--- config.mk ---
export PLATFORM = sky130hd
export DESIGN_NAME = wmf_median
export DESIGN_NICKNAME = d
export VERILOG_FILES = /design/src/rtl/wmf_pkg.sv /design/src/rtl/wmf_median.sv
export SDC_FILE = /design/constraint.sdc
export NUM_CORES = 1
export LEC_CHECK = 0
export BUFFER_PORTS_ARGS = -buffer_cell sky130_fd_sc_hd__buf_2
export CAP_MARGIN = 10
export CORE_MARGIN = 10
export CORE_UTILIZATION = 25
export CTS_BUF_LIST = sky130_fd_sc_hd__clkbuf_8
export DETAILED_ROUTE_END_ITERATION = 10
export GPL_ROUTABILITY_DRIVEN = 1
export SYNTH_ARGS = -nofsm -noshare
export SYNTH_HDL_FRONTEND = slang
export SYNTH_SLANG_ARGS = --single-unit
--- constraint.sdc ---
create_clock -name clock -period 6.5 [get_ports clock]
set_input_delay 0 -clock clock [delete_from_list [all_inputs] [get_ports clock]]
set_output_delay 0 -clock clock [all_outputs]
set_load 0.005 [all_outputs]
--- src/rtl/wmf_pkg.sv ---
// ----------------------------------------------------------------------------
// wmf_pkg: shared definitions for the window median filter
// Field widths, register indexes, reset values and the stage control word.
// ----------------------------------------------------------------------------
package wmf_pkg;

   // default kernel and line geometry
   localparam int DEF_KERNEL_HEIGHT = 3;
   localparam int DEF_KERNEL_WIDTH  = 3;
   localparam int DEF_MAX_WIDTH     = 1024;

   // field widths
   localparam int PIX_W      = 8;
   localparam int FW_W       = 11;
   localparam int FH_W       = 13;
   localparam int ROW_W      = 12;
   localparam int DIM_W      = 14;
   localparam int CSR_IDX_W  = 1;
   localparam int CSR_DATA_W = 13;
   localparam int MAX_HEIGHT = 4096;

   // register indexes
   localparam logic [CSR_IDX_W-1:0] REG_FRAME_WIDTH  = 1'd0;
   localparam logic [CSR_IDX_W-1:0] REG_FRAME_HEIGHT = 1'd1;

   // register reset values
   localparam logic [FW_W-1:0] RESET_FRAME_WIDTH  = 11'd640;
   localparam logic [FH_W-1:0] RESET_FRAME_HEIGHT = 13'd480;

   // control word carried down the pipeline with each transfer
   typedef struct packed {
      logic pix;     // item carries a pixel (window shifts)
      logic emit;    // item produces a result
      logic border;  // result is a copied border pixel
      logic last;    // result is the last pixel of a frame
      logic bypass;  // border pixel is the one being written
   } ctl_type;

endpackage

--- src/rtl/wmf_median.sv ---
// ----------------------------------------------------------------------------
// wmf_median: rank-based median of the window
// Stage 1 registers all pairwise compares, stage 2 the ranks; the element
// whose rank is the middle one is selected after stage 2.
// ----------------------------------------------------------------------------
module wmf_median #(
   parameter int N = 9
) (
   input  logic                     clock,
   input  logic                     en,
   input  logic [wmf_pkg::PIX_W-1:0] win [N],
   output logic [wmf_pkg::PIX_W-1:0] median
);

   localparam int NW  = $clog2(N + 1);
   localparam int MID = (N - 1) / 2;

   logic [N-1:0]              cmp_ff  [N];
   logic [N-1:0]              cmp_in  [N];
   logic [wmf_pkg::PIX_W-1:0] val1_ff [N];
   logic [wmf_pkg::PIX_W-1:0] val2_ff [N];
   logic [NW-1:0]             rank_ff [N];
   logic [NW-1:0]             rank_in [N];

   // element j ranks below k if smaller, or equal with lower index
   always_comb begin
      for (int k = 0; k < N; k++) begin
         for (int j = 0; j < N; j++) begin
            cmp_in[k][j] = (win[j] < win[k]) || ((win[j] == win[k]) && (j < k));
         end
      end
   end

   // rank of each element
   always_comb begin
      for (int k = 0; k < N; k++) begin
         rank_in[k] = NW'($countones(cmp_ff[k]));
      end
   end

   always_ff @(posedge clock) begin
      if (en) begin
         cmp_ff  <= cmp_in;
         val1_ff <= win;
         rank_ff <= rank_in;
         val2_ff <= val1_ff;
      end
   end

   // ranks form a permutation: exactly one element matches
   always_comb begin
      median = '0;
      for (int k = 0; k < N; k++) begin
         if (rank_ff[k] == NW'(MID)) begin
            median = median | val2_ff[k];
         end
      end
   end

endmodule

==> summary.md <==
| Metric | Value |
|---|---|
| Prevailing post-synth register cell | edfxtp_1 |
| Synth top area share | 46.0% |
| Die area | 76,500 µm² |
| Post-synth ARST share | 0% |
| Final WS setup | 3.73 ns |
| Post-CTS setup buffer count | 0 |
| Post-DRT Antenna Nets | 0 |
| Clock power frac | around 29% |
| GPL Wtd Cong | approximately 0.8 |
| Max-cap violations | 0 |
| IO Port Bufs | slightly above 80 |
| Worst slack, placed | roughly 3.7 ns |
| Leakage | around 8.4 nW |
| Site row count | 94 |
| CTS tree | yes |
| RSZ-0062 raised after global routing | no |
| Critical path class | register to register |
| Fin crit share | 42.6% |
| F_max | 361 MHz |
| Multi-input gate area | 8400 µm² |
| Peak supply drop | roughly 160 µV |
| P_int | 3.45 mW |
| Core area | 65,500 µm² |
| Avg Cell Area, Syn | 13.2 µm² |
| Comb pwr share | 27.4% |
| Routed len/inst | 21.9 µm |
| Outcome | finished clean |
| Minimum clock period | 2.77 ns |
| H-tree Lvls | 2 |
| DR vias | 11.6k |
| CTS sink cnt | 252 |
| Post_cts resized | 0 |
| Residual DRC count | 0 |
| Main area contributors after synthesis | edfxtp_1, ha_1, fa_1 |
| Synthesized area | 16,500 µm² |
| Min-delay worst type | input port to register |
| Synth warn | 0 |
| Power per standard cell area | 258 nW/µm² |
| Reg clk slew, reported paths | 0.06 ns |
| Layout cell share with drive strength beyond 1 | 11.6% |
| Power share of the sequential group | 43.9% |
| Vias per inst | 4.91 |
| Global route total overflow | 0 |
| CTS Root Cell | clkbuf_8 |
| Synth Register Bits | 252 |
| Mapped Nets | about 1.7k |
| Post-Route WL | 51.4 mm |
| Hpwl dp | around 37 mm |
| Synth Instances | 1,249 |
| Hold Buf Count CTS | between 70 and 80 |
| Psw | around 1.6 mW |
| EDFF count, synth | ~250 |
| Clock Tree Buf Depth | 3 |
| Vias in the first global route | 11.9k |
| Worst-margin pin slew | around 1.1 ns |
| Post-synthesis sequential area ratio | 46.0% |
| CTS Buf Count | 44 |
| Register Area | 7570 µm² |
| Starting Density | 25.1% |
| Final net count | 1,900 |
| Clk_skew | 0.0471 ns |
| Layout area overhead | 18.9% |
| Ports | 82 |
| Total power | 5.05 mW |
| Die X | 277 µm |
| Startpoint Class | register |
| # fillers | 6,558 |
| Global Route Usage Sum | 12.9% |
| Critical Path Sink Type | register |
| Die height | 277 µm |
| Net Sw Frac | a little under a third |
| CP max FO | 2 |
| Initial DRC Count | approximately 860 |
| # setup viols final | 0 |
| Post-route setup TNS | 0 ns |
| Most frequent cell after synthesis | ha_1 |
| Worst-Skew Late Latency | roughly 0.62 ns |
| Slew Limit Fails | 0 |
| Commonest cells post-synth | ha_1, edfxtp_1, inv_1, a21oi_1 |
| Worst rel slew slack | 28.9% |
| Cell taking the most area after synthesis | edfxtp_1 |
| First-pass GRT wire length | 74.9 mm |
| Critical path arrival | approximately 3.2 ns |
| Largest net degree at the start of global routing | 103 |
| Final hold violation count | 0 |
| DR pass1 iterations | 5 |
| Netlist cell types | 26 |
| Worst path required time | 6.96 ns |
| Antenna violations before repair | 7 |
-- worst paths after layout --
check	start	to	slack (ns)	cells past startpoint
worst max-delay path	cmp_ff[73]	rank_ff[33]	3.73	9
worst min-delay path	win[1]	val1_ff[1]	0.12	2
worst min register to register	val1_ff[58]	val2_ff[58]	0.41	0
worst max register to register	cmp_ff[73]	rank_ff[33]	3.73	9
-- final cells by class --
type	count	share of cell area, %
diodes	3	0.0384
multi-input cells	865	42.9
repair buffers	156	5.93
inverters	132	2.53
well taps	864	5.52
clock buffers	44	3.09
clock inverters	37	1.30
flip-flops and latches	252	38.7
-- state kept, by name, summed over array words and instances (netlist names) --
signal	count
cmp_ff	72
rank_ff	36
val1_ff	72
val2_ff	72
-- cell families after synthesis --
kind of cell	after synthesis	share of synthesized area [%]
buffers and inverters	132	3.01
multiplexers	27	1.85
adder cells (fa/ha/maj)	375	30.1
AND/OR/NAND/NOR	165	6.64
flip-flops	252	46.0
AO/OA/AOI/OAI	296	12.3
XOR/XNOR	2	0.106
-- through the flow --
step | util (%) | std cells | hold WS [ns] | area [µm²]
6_report | 29.9 | 2353 | 0.121 | 19600
5_1_grt | 29.9 | 2351 | 0.118 | 19600
4_1_cts | 29.9 | 2350 | 0.0768 | 19600
3_5_place_dp | 27.4 | 2196 | 0.200 | 18000
3_3_place_gp | 27.4 | 2196 | 0.196 | 18000
2_1_floorplan | - | 1249 | 0.0989 | 16500
-- per-layer routing --
layer	up-vias	track usage, %	share of wire, %
met5	-	0	0.074
met4	6	4.50	3.2
met3	109	2.51	6.2
met2	392	22.3	49
met1	5779	15.8	42
li1	5271	-	-
-- worst max-delay path: stages, from the launching register on --
cell	delay, ns
edfxtp_1	0.39
ha_1	0.30
inv_1	0.07
fa_1	0.42
fa_1	0.48
inv_1	0.05
fa_1	0.39
inv_1	0.08
fa_1	0.40
inv_1	0.06
-- cells in the final DEF (no fill, tap or decap), types with 30 or more instances in the layout --
| cell | Yosys | layout |
|---|---|---|
| nand2_1 | 30 | 30 |
| ha_1 | 339 | 339 |
| dlygate4sd3_1 | 0 | 73 |
| a21oi_1 | 71 | 71 |
| fa_1 | 36 | 36 |
| nand4_1 | 60 | 60 |
| clkbuf_8 | 0 | 44 |
| o21ai_0 | 39 | 39 |
| buf_2 | 0 | 80 |
| a21o_1 | 30 | 30 |
| o21a_1 | 60 | 60 |
| nor2b_1 | 37 | 37 |
| inv_1 | 132 | 147 |
| edfxtp_1 | 252 | 252 |
-- power groups by stage --
stage / logic, mW / clock network (mW) / registers (mW)
after floorplan: 0.833 / 0 / 2.22
after global placement: 1.28 / 0 / 2.24
after detailed placement: 1.35 / 0 / 2.25
after CTS: 1.40 / 1.49 / 2.22
after global routing: 1.57 / 1.55 / 2.23
final: 1.38 / 1.45 / 2.22
No activity file was read; power rests on OpenSTA's default activity.
