`config.mk`:
```
export PLATFORM = sky130hd
export DESIGN_NAME = wmf_win_col
export DESIGN_NICKNAME = d
export VERILOG_FILES = /design/src/rtl/wmf_pkg.sv /design/src/rtl/wmf_win_col.sv
export SDC_FILE = /design/constraint.sdc
export NUM_CORES = 1
export LEC_CHECK = 0
export BUFFER_PORTS_ARGS = -buffer_cell sky130_fd_sc_hd__buf_2
export CAP_MARGIN = 10
export CELL_PAD_IN_SITES_DETAIL_PLACEMENT = 1
export CELL_PAD_IN_SITES_GLOBAL_PLACEMENT = 1
export CORE_ASPECT_RATIO = 2
export CORE_UTILIZATION = 27
export DETAILED_ROUTE_END_ITERATION = 6
export GPL_TIMING_DRIVEN = 0
export PLACE_DENSITY_LB_ADDON = 0.1
export SETUP_SLACK_MARGIN = 0.3
export SYNTH_ARGS = -nofsm -noshare
export SYNTH_HDL_FRONTEND = slang
export SYNTH_SLANG_ARGS = --single-unit
```
`constraint.sdc`:
```
create_clock -name clock -period 0.8 [get_ports clock]
set_input_delay 0 -clock clock [delete_from_list [all_inputs] [get_ports clock]]
set_output_delay 0 -clock clock [all_outputs]
set_load 0.01 [all_outputs]
```
`src/rtl/wmf_pkg.sv`:
```
// ----------------------------------------------------------------------------
// wmf_pkg: shared definitions for the window median filter
// Field widths, register indexes, reset values and the stage control word.
// ----------------------------------------------------------------------------
package wmf_pkg;

   // default kernel and line geometry
   localparam int DEF_KERNEL_HEIGHT = 3;
   localparam int DEF_KERNEL_WIDTH  = 3;
   localparam int DEF_MAX_WIDTH     = 1024;

   // field widths
   localparam int PIX_W      = 8;
   localparam int FW_W       = 11;
   localparam int FH_W       = 13;
   localparam int ROW_W      = 12;
   localparam int DIM_W      = 14;
   localparam int CSR_IDX_W  = 1;
   localparam int CSR_DATA_W = 13;
   localparam int MAX_HEIGHT = 4096;

   // register indexes
   localparam logic [CSR_IDX_W-1:0] REG_FRAME_WIDTH  = 1'd0;
   localparam logic [CSR_IDX_W-1:0] REG_FRAME_HEIGHT = 1'd1;

   // register reset values
   localparam logic [FW_W-1:0] RESET_FRAME_WIDTH  = 11'd640;
   localparam logic [FH_W-1:0] RESET_FRAME_HEIGHT = 13'd480;

   // control word carried down the pipeline with each transfer
   typedef struct packed {
      logic pix;     // item carries a pixel (window shifts)
      logic emit;    // item produces a result
      logic border;  // result is a copied border pixel
      logic last;    // result is the last pixel of a frame
      logic bypass;  // border pixel is the one being written
   } ctl_type;

endpackage

```
`src/rtl/wmf_win_col.sv`:
```
// ----------------------------------------------------------------------------
// wmf_win_col: one column of window cells
// Each cell takes its neighbour's value on every shift.
// ----------------------------------------------------------------------------
module wmf_win_col #(
   parameter int ROWS = 3
) (
   input  logic                     clock,
   input  logic                     reset,
   input  logic                     shift,
   input  logic [wmf_pkg::PIX_W-1:0] col_in  [ROWS],
   output logic [wmf_pkg::PIX_W-1:0] col_out [ROWS]
);

   logic [wmf_pkg::PIX_W-1:0] cell_ff [ROWS];

   // window cells clear to zero, then shift one column per pixel
   always_ff @(posedge clock) begin
      if (reset) begin
         for (int r = 0; r < ROWS; r++) begin
            cell_ff[r] <= '0;
         end
      end else if (shift) begin
         for (int r = 0; r < ROWS; r++) begin
            cell_ff[r] <= col_in[r];
         end
      end
   end

   assign col_out = cell_ff;

endmodule

```
==> impl_results.md, run 1 <==
* Placeable core area at around 3000 sq um
* Post-synth top area cell: sky130_fd_sc_hd__dfxtp_1
* Number of buffers inserted by port buffering at 49
* Number of standard cells in the final layout excluding fillers at 160
* Cell types occupying the most area after synthesis: sky130_fd_sc_hd__dfxtp_1 55%, sky130_fd_sc_hd__mux2i_1 28%, sky130_fd_sc_hd__nor2_1 10%, sky130_fd_sc_hd__buf_12 4.6%, sky130_fd_sc_hd__buf_6 1.3%
* Number of fillers in the final layout at approximately 360
* VDD IR-drop max at between 0.0009 and 0.001 V
* Detailed Route WL at around 2000 um
* Critical Path End Type: output pin
* Post-synthesis instance total at slightly below 80
* Placement Cell Area at roughly 1200 sq um
* Antenna violations before repair at 0
* CP max stage cell: sky130_fd_sc_hd__dfxtp_2
* Initial drt markers at 4
* Die width at 42.1 um
* Maximum single-stage delay on the critical path at 0.35 ns
* Violations in the final reports: hold timing
* Crit-path leading delay family: flip-flops
* CTS sink count at 24
* Origin of the critical flop-to-flop path: col_out[9]
* Worst hold slack at -0.0492 ns
* Fin. Hold Viols at 23
* Setup Viol. Count Final at 0
* Average wire length per cell after detail routing at between 10 and 15 um
* Path category of the worst min-delay check: in -> reg
* CTS H-Tree Depth at 1
* Headroom to the max-slew limit at 71.4%
* Endpoint of the worst register-to-register path: col_out[9]
* Post-route cell area at ~1400 sq um
* Count of distinct cell types in the synthesized netlist at 6
* Detail-routed via count per cell at 4.54
* Power per standard cell area at 1840 nW/um^2
* Sequential fraction of the synthesis area at between 50% and 60%
* Io pins at around 50
* Sequential cell area at slightly above 500 sq um
* Final Skew at 0 ns
* Timing-limited maximum frequency at 1390 MHz
* Synth warn at 0
* Worst-Margin Slew at between 0.4 and 0.5 ns
* Routability cong. at about 0.62
* Number of CTS-inserted buffers at 3
* Hold Path End: col_out[15]
* Antenna diode count at 0
* Result of the run: finished with violations
* Number of max-capacitance violations reported at 0
* Setup repair after global routing missed its margin: true
* TritonCTS clock tree: yes
* Hold depth at 2
* Global-route congestion overflow total at 0
* CP cell instances: buf_6
* Flip-flop count of the largest register, all copies and words added at 24
* Fraction of post-synthesis cell area in the top cell type by area at 55.3%
* First-pass GRT wire length at 3130 um
* CTS max path bufs at 2
* Synthesized cell area at roughly 870 sq um
* Avg Cell Area, Syn at 11.3 sq um
* Class of the most critical setup path: reg -> out
* Crit path required time at around 0.8 ns
* Fraction of final layout cells sized beyond drive strength 1 at 61.5%
* Total of flip-flops plus latches after synthesis at 24
* Drt first pass iters at 2
* Number of rows in the core area at 28
* Largest net degree at the start of global routing at 14
* Via count at between 700 and 800
* Full die area at 3470 sq um
* Post-route ant nets at 0
* Slack of the worst reg-to-reg path at 0.16 ns
* Source of the worst hold timing path: reset
* Shortest period the worst path allows at about 0.72 ns
* Largest fanout on the critical path at 2
* Die extent in y at 82.3 um
* Total instance count after detailed placement at approximately 160
* Clock latency of the later-clocked register in the worst-skew pair at 0.25 ns
* Via count of the first global-routing pass at approximately 730
* Share of the clock period used by the worst path after layout at approximately nine tenths
* Area overhead of the layout relative to synthesis at 59.6%
* Synthesized netlist net count at about 100
* Total routing resource utilization after global routing at 11.9%
* Initial Utilization at 28.9%
* Clock-pin slew reported for the worst setup and hold paths after clock tree synthesis at around 0.08 ns
* Static Leakage at 0.693 nW
* DRC violations left at 0
* Clock tree root buffer cell: sky130_fd_sc_hd__clkbuf_8
* Final #Nets at approximately 160
* Hpwl dp at around 1500 um
* Worst Setup Start Kind: flip-flop
* Path depth of the worst reg2reg path at 2
* Max-slew violation count at 0
* Sum Neg Setup Slack at 0 ns
* Arrival time at the worst endpoint at ~0.7 ns
* Combined buffer and inverter count along the critical path at 1
* Multi-input gate area at 330 sq um
## metrics by stage
stage                     utilization (%)  setup WS, ns  total power [mW]
final                                46.1        0.0799              2.56
after global placement               39.2        0.0297              1.69
after detailed placement             39.2        0.0294              1.70
after global routing                 46.1        0.0485              2.70
after CTS                            46.1        0.0776              2.61
after floorplan                         -         0.203              1.54
## power by group
part / switching (mW) / total, mW / internal, mW
sequential: 0.0497 / 1.33 / 1.28
combinational: 0.167 / 0.429 / 0.262
clock: 0.360 / 0.799 / 0.438
## synthesized netlist by cell type
library cell and number:
sky130_fd_sc_hd__dfxtp_1 24, sky130_fd_sc_hd__mux2i_1 24, sky130_fd_sc_hd__nor2_1 24, sky130_fd_sc_hd__buf_12 2, sky130_fd_sc_hd__clkbuf_1 2, sky130_fd_sc_hd__buf_6 1
## cell usage in the layout, fill, tap and decap left out, drive strengths merged
cell | Yosys | final
nor2 | 24 | 24
dfxtp | 24 | 24
clkbuf | 2 | 6
mux2i | 24 | 24
buf | 3 | 52
## layout make-up
type | instances | share of cell area [%]
flip-flops and latches | 24 | 36.8
multi-input cells | 48 | 23.8
well taps | 30 | 2.71
plain buffers | 5 | 4.24
repair buffers | 49 | 28.5
clock buffers | 4 | 3.97
## how the worst max path moves through the flow
stage	slack, ns	cells after the start	from	end
2_1_floorplan	0.20	2	col_out[0]	col_out[0]
3_3_place_gp	0.03	3	reset	col_out[22]
3_5_place_dp	0.03	3	reset	col_out[14]
4_1_cts	0.08	1	col_out[23]	col_out[23]
5_1_grt	0.05	1	col_out[7]	col_out[7]
6_report	0.08	1	col_out[7]	col_out[7]
## what timing repair did
action                                  4_1_cts  5_1_grt
gates resized for setup                      24        0
pin swaps                                     0        2
endpoints found under the setup margin       48       48
setup buffers                                 0        0
endpoints found under the hold margin        23       13
cloned                                        0        0
## kinds of logic (layout without fill, tap and decap cells)
| group | Yosys count | count (layout) | synth area share, % |
|---|---|---|---|
| mux | 24 | 24 | 27.6 |
| buf+inv | 5 | 58 | 6.76 |
| flops | 24 | 24 | 55.3 |
| simple gates | 24 | 24 | 10.4 |
## routing by layer
metal | vias to the layer above | share of wire [%] | global-route usage, %
met5 | - | 0 | 0
met4 | 0 | 1.0 | 4.69
met3 | 2 | 6.1 | 2.61
met2 | 30 | 61 | 25.6
met1 | 337 | 32 | 10.0
li1 | 357 | - | -
Note: power is estimated with default switching activity, not from simulation.
==> run 2: changes to the inputs <==
CORE_ASPECT_RATIO = 1.25   (was 2)
GPL_ROUTABILITY_DRIVEN = 0   (was not set)
==> impl_results.md, run 2 (synthesis results as in run 1) <==
* Die width at 52.8 um (was 42.1 um)
* Sw Ratio at 23.8% (was 22.6%)
* Global-route congestion overflow total at 0 (unchanged)
* Flip-flop count of the largest register, all copies and words added at 24 (unchanged)
* Number of rows in the core area at 22 (was 28)
* Fraction of final layout cells sized beyond drive strength 1 at 61.5% (unchanged)
* Share of the clock period used by the worst path after layout at 95.5% (was 90.0%)
* Max-slew violation count at 0 (unchanged)
* Sequential share of power at 58.8% (was 52.0%)
* Initial Utilization at 29.0% (was 28.9%)
* Placeable core area at 3000 sq um (was 3010 sq um)
* Antenna violations before repair at 0 (unchanged)
* Detail-routed via count per cell at 4.40 (was 4.54)
* Net Switching at 0.537 mW (was 0.577 mW)
* CP cell instances: buf_6 (unchanged)
* Via count of the first global-routing pass at 798 (was 733)
* Antenna diode count at 0 (unchanged)
* Drt first pass iters at 2 (unchanged)
* Timing-limited maximum frequency at 1310 MHz (was 1390 MHz)
* Final Power at 2.26 mW (was 2.56 mW)
* Crit-path leading delay family: flip-flops (unchanged)
* Setup repair after global routing missed its margin: true (unchanged)
* Commonest non-fill, non-tap cell in the layout: sky130_fd_sc_hd__buf_6
* First-pass GRT wire length at 3390 um (was 3130 um)
* Largest net degree at the start of global routing at 13 (was 14)
* CP max stage cell: sky130_fd_sc_hd__dfxtp_2 (unchanged)
* Combinational share of power at 19.2% (was 16.8%)
* Final #Nets at 159 (was 158)
* Maximum single-stage delay on the critical path at 0.37 ns (was 0.35 ns)
* Initial drt markers at 5 (was 4)
* VDD IR-drop max at 0.00107 V (was 0.000909 V)
* Number of max-capacitance violations reported at 0 (unchanged)
* Total routing resource utilization after global routing at 13.1% (was 11.9%)
* Worst hold slack at -0.0977 ns (was -0.0492 ns)
* Clock-pin slew reported for the worst setup and hold paths after clock tree synthesis at 0.12 ns (was 0.08 ns)
* Post-route ant nets at 0 (unchanged)
* Shortest period the worst path allows at 0.764 ns (was 0.720 ns)
* Detailed Route WL at 1950 um (was 2000 um)
* Crit path required time at 0.80 ns (about the same)
* Worst Setup Start Kind: flip-flop (unchanged)
* Average wire length per cell after detail routing at 11.7 um (was 12.5 um)
* Critical Path End Type: output pin (unchanged)
* TritonCTS clock tree: yes (unchanged)
* Clock share of power at 21.9% (was 31.2%)
* Clock tree root buffer cell: sky130_fd_sc_hd__clkbuf_4 (was sky130_fd_sc_hd__clkbuf_8)
* Fin. Hold Viols at 24 (was 23)
* Number of CTS-inserted buffers at 3 (unchanged)
* Number of buffers inserted by port buffering at 49 (unchanged)
* Setup Viol. Count Final at 0 (unchanged)
* Worst-Margin Slew at 0.439 ns (was 0.428 ns)
* Io pins at 51 (unchanged)
* Headroom to the max-slew limit at 70.8% (was 71.4%)
* Combined buffer and inverter count along the critical path at 1 (unchanged)
* Area overhead of the layout relative to synthesis at 58.0% (was 59.6%)
* Int Pwr at 1.72 mW (was 1.98 mW)
* Violations in the final reports: hold timing (unchanged)
* Power per standard cell area at 1650 nW/um^2 (was 1840 nW/um^2)
* Full die area at 3450 sq um (was 3470 sq um)
* Result of the run: finished with violations (unchanged)
* Die extent in y at 65.5 um (was 82.3 um)
* CTS sink count at 24 (unchanged)
* Arrival time at the worst endpoint at 0.76 ns (was 0.72 ns)
* Final Skew at 0 ns (unchanged)
* Hpwl dp at 1450 um (was 1540 um)
* Class of the most critical setup path: reg -> out (unchanged)
* DRC violations left at 0 (unchanged)
* CTS max path bufs at 2 (unchanged)
* Largest fanout on the critical path at 2 (unchanged)
* Clock latency of the later-clocked register in the worst-skew pair at 0.30 ns (was 0.25 ns)
* Static Leakage at 0.684 nW (was 0.693 nW)
* Most frequent cells in the layout: 26 x sky130_fd_sc_hd__buf_6, 25 x sky130_fd_sc_hd__buf_2, 24 x sky130_fd_sc_hd__mux2i_1, 24 x sky130_fd_sc_hd__nor2_1, 24 x sky130_fd_sc_hd__dfxtp_2 (was 25 x sky130_fd_sc_hd__buf_6, 25 x sky130_fd_sc_hd__buf_2, 24 x sky130_fd_sc_hd__mux2i_1, 24 x sky130_fd_sc_hd__nor2_1, 24 x sky130_fd_sc_hd__dfxtp_2)
* Path category of the worst min-delay check: in -> reg (unchanged)
* CTS H-Tree Depth at 1 (unchanged)
* Via count at 730 (was 726)
run 2: layout make-up:
cell class                      count  area, sq um
Buffer                              5         58.8
Clock buffer                        3         22.5
Fill cell                         338         1630
Multi-Input combinational cell     48          330
Sequential cell                    24          510
Tap cell                           36         45.0
Timing Repair Buffer               50          407
run 2: what timing repair did:
action | 4_1_cts | 5_1_grt
pin swaps | 0 | 1
endpoints found under the hold margin | 24 | 23
resized for setup | 24 | 1
setup buffers | 1 | 0
endpoints found under the setup margin | 48 | 48
run 2: path summary, 6_finish.rpt:
path | from | endpoint | slack, ns | depth (start not counted)
worst max-delay path | col_out[11] | col_out[11] | 0.04 | 1
worst min register to register | col_out[23] | col_out[23] | 0.51 | 2
worst min-delay path | reset | col_out[21] | -0.1 | 2
worst max register to register | col_out[11] | col_out[11] | 0.05 | 3
run 2: per-layer routing:
metal	vias to the layer above	global-route usage, %	wire length [um]
met2	33	24.1	1060
li1	358	-	-
met1	337	14.0	730
met5	-	0	0
met3	2	3.01	146
met4	0	4.93	12
run 2: metrics by stage:
| stage | area [sq um] | setup WS, ns | cells | TNS [ns] | util (%) |
|---|---|---|---|---|---|
| 6_report | 1370 | 0.0363 | 166 | 0 | 45.8 |
| 5_1_grt | 1370 | -0.0141 | 166 | -0.0460 | 45.8 |
| 4_1_cts | 1370 | 0.0149 | 166 | 0 | 45.7 |
| 3_5_place_dp | 1190 | 0.0250 | 162 | 0 | 39.7 |
| 3_3_place_gp | 1190 | 0.0334 | 162 | 0 | 39.7 |
| 2_1_floorplan | 900 | 0.203 | 77 | 0 | - |
run 2: power by group through the flow:
| stage | clock, mW | combinational [mW] | sequential [mW] |
|---|---|---|---|
| 6_report | 0.495 | 0.435 | 1.33 |
| 5_1_grt | 0.587 | 0.480 | 1.34 |
| 4_1_cts | 0.546 | 0.441 | 1.33 |
| 3_5_place_dp | 0 | 0.359 | 1.34 |
| 3_3_place_gp | 0 | 0.349 | 1.34 |
| 2_1_floorplan | 0 | 0.163 | 1.38 |
==> run 3: changes to the inputs <==
CORE_UTILIZATION = 31   (was 27)
clock period = 0.9 ns   (was 0.8 ns; I/O delays follow)
==> impl_results.md, run 3 (synthesis results as in run 1) <==
* Worst-Margin Slew at 0.414 ns (was 0.439 ns)
* Die extent in y at 61.2 um (was 65.5 um)
* Result of the run: finished with violations (unchanged)
* Placement Cell Area at 1180 sq um (was 1190 sq um)
* Number of buffers inserted by port buffering at 49 (unchanged)
* Clock-pin slew reported for the worst setup and hold paths after clock tree synthesis at 0.12 ns (about the same)
* Antenna diode count at 0 (unchanged)
* CP cell instances: buf_6 (unchanged)
* Placeable core area at 2680 sq um (was 3000 sq um)
* Shortest period the worst path allows at ~0.77 ns
* Fraction of final layout cells sized beyond drive strength 1 at 61.1% (was 61.5%)
* Worst Setup Start Kind: flip-flop (unchanged)
* Average wire length per cell after detail routing at 12.0 um (was 11.7 um)
* Share of the clock period used by the worst path after layout at 85.6%
* Detail-routed via count per cell at 4.47 (was 4.40)
* Clock tree root buffer cell: sky130_fd_sc_hd__clkbuf_4 (unchanged)
* Critical Path End Type: output pin (unchanged)
* Area overhead of the layout relative to synthesis at 58.8% (was 58.0%)
* Number of rows in the core area at 21 (was 22)
* Setup Viol. Count Final at 0 (unchanged)
* Arrival time at the worst endpoint at 0.77 ns (was 0.76 ns)
* CTS sink count at 24 (unchanged)
* Static Leakage at 0.688 nW (was 0.684 nW)
* Class of the most critical setup path: reg -> out (unchanged)
* Violations in the final reports: hold timing (unchanged)
* Number of hold buffers added after cts at 1
* Number of CTS-inserted buffers at 3 (unchanged)
* Detailed Route WL at 1980 um (was 1950 um)
* Global-route congestion overflow total at 0 (unchanged)
* Post-route ant nets at 0 (unchanged)
* TritonCTS clock tree: yes (unchanged)
* Setup repair after global routing missed its margin: true (unchanged)
* Fin. Hold Viols at 24 (unchanged)
* Crit path required time at 0.90 ns (was 0.80 ns)
* Final #Nets at 160 (was 159)
* Full die area at 3020 sq um (was 3450 sq um)
* Largest net degree at the start of global routing at 13 (unchanged)
* Worst hold slack at -0.0755 ns (was -0.0977 ns)
* Slack of the worst reg-to-reg path at 0.17 ns (was 0.05 ns)
* Endpoint of the worst register-to-register path: col_out[7] (was col_out[11])
* Hold Path End: col_out[18] (was col_out[21])
* Initial Utilization at 32.4% (was 29.0%)
* DRC violations left at 0 (unchanged)
* Total routing resource utilization after global routing at 13.8% (was 13.1%)
* Clock latency of the later-clocked register in the worst-skew pair at 0.30 ns (about the same)
* Source of the worst hold timing path: col_in[18] (was reset)
* VDD IR-drop max at 0.000708 V (was 0.00107 V)
* Finished Core Util at 51.5% (was 45.8%)
* Commonest non-fill, non-tap cell in the layout: sky130_fd_sc_hd__buf_6 (unchanged)
* Hpwl dp at 1430 um (was 1450 um)
* Timing-limited maximum frequency at around 1300 MHz
* Largest fanout on the critical path at 2 (unchanged)
* Final Skew at 0 ns (unchanged)
* Origin of the critical flop-to-flop path: col_out[7] (was col_out[11])
* Drt first pass iters at 4 (was 2)
* First-pass GRT wire length at 3110 um (was 3390 um)
* CTS H-Tree Depth at 1 (unchanged)
* Number of fillers in the final layout at 299 (was 338)
* Flip-flop count of the largest register, all copies and words added at 24 (unchanged)
* Headroom to the max-slew limit at 72.4% (was 70.8%)
* Crit-path leading delay family: flip-flops (unchanged)
* Via count at 737 (was 730)
* CP max stage cell: sky130_fd_sc_hd__dfxtp_2 (unchanged)
* Die width at 49.4 um (was 52.8 um)
* Sum Neg Setup Slack at 0 ns (unchanged)
* Max-slew violation count at 0 (unchanged)
* Hold depth at 3 (was 2)
* CTS max path bufs at 2 (unchanged)
* Most frequent cells in the layout: 26 x sky130_fd_sc_hd__buf_6, 25 x sky130_fd_sc_hd__buf_2, 24 x sky130_fd_sc_hd__mux2i_1, 24 x sky130_fd_sc_hd__nor2_1, 24 x sky130_fd_sc_hd__dfxtp_2 (unchanged)
* Path depth of the worst reg2reg path at 3 (unchanged)
* Via count of the first global-routing pass at 749 (was 798)
* Power per standard cell area at 1460 nW/um^2 (was 1650 nW/um^2)
* Initial drt markers at 8 (was 5)
* Number of max-capacitance violations reported at 0 (unchanged)
* Post-route cell area at 1380 sq um (was 1370 sq um)
* Combined buffer and inverter count along the critical path at 1 (unchanged)
* Path category of the worst min-delay check: in -> reg (unchanged)
* Io pins at 51 (unchanged)
* Maximum single-stage delay on the critical path at 0.35 ns (was 0.37 ns)
* Antenna violations before repair at 0 (unchanged)
==> run 3: worst max-delay path by stage <==
| stage | startpoint | to | slack (ns) | cells past startpoint |
|---|---|---|---|---|
| finish | col_out[5] | col_out[5] | 0.13 | 1 |
| global route | col_out[0] | col_out[0] | 0.08 | 1 |
| CTS | col_out[21] | col_out[21] | 0.11 | 1 |
| detailed placement | reset | col_out[0] | 0.14 | 3 |
| global placement | reset | col_out[10] | 0.14 | 3 |
| floorplan | col_out[0] | col_out[0] | 0.30 | 2 |
==> run 3: metal layers <==
layer	vias up	share of wire, %	track usage [%]
met5	-	0	0
met4	0	1.1	8.57
met3	2	4.9	2.47
met2	30	56	26.8
met1	343	38	13.9
li1	362	-	-
==> run 3: final cells by class <==
type | count | area (sq um) | share of cell area [%]
timing repair buffer | 51 | 417 | 30.2
sequential | 24 | 510 | 37.0
tap | 34 | 42.5 | 3.08
multi-input combinational | 48 | 330 | 23.9
clock buffer | 3 | 22.5 | 1.63
buffer | 5 | 58.8 | 4.26
==> run 3: power breakdown <==
| group | switching [mW] | internal [mW] | total [mW] |
|---|---|---|---|
| clock network | 0.292 | 0.156 | 0.449 |
| logic | 0.151 | 0.240 | 0.391 |
| registers | 0.0450 | 1.14 | 1.18 |
| total | 0.488 | 1.53 | 2.02 |
==> run 3: metrics by stage <==
| step | instances | hold slack, ns | setup slack (ns) | total power, mW |
|---|---|---|---|---|
| floorplan | 77 | 0.0724 | 0.303 | 1.37 |
| global placement | 160 | 0.233 | 0.136 | 1.49 |
| detailed placement | 160 | 0.246 | 0.145 | 1.51 |
| CTS | 165 | -0.0894 | 0.112 | 2.07 |
| global route | 165 | -0.0802 | 0.0818 | 2.15 |
| finish | 165 | -0.0755 | 0.129 | 2.02 |
==> run 3: repair_timing <==
action / 4_1_cts / 5_1_grt
pin swaps: 1 / 2
resized for setup: 29 / 0
hold endpoints to repair: 24 / 24
setup endpoints to repair: 48 / 48
buffers inserted: 1 / 0
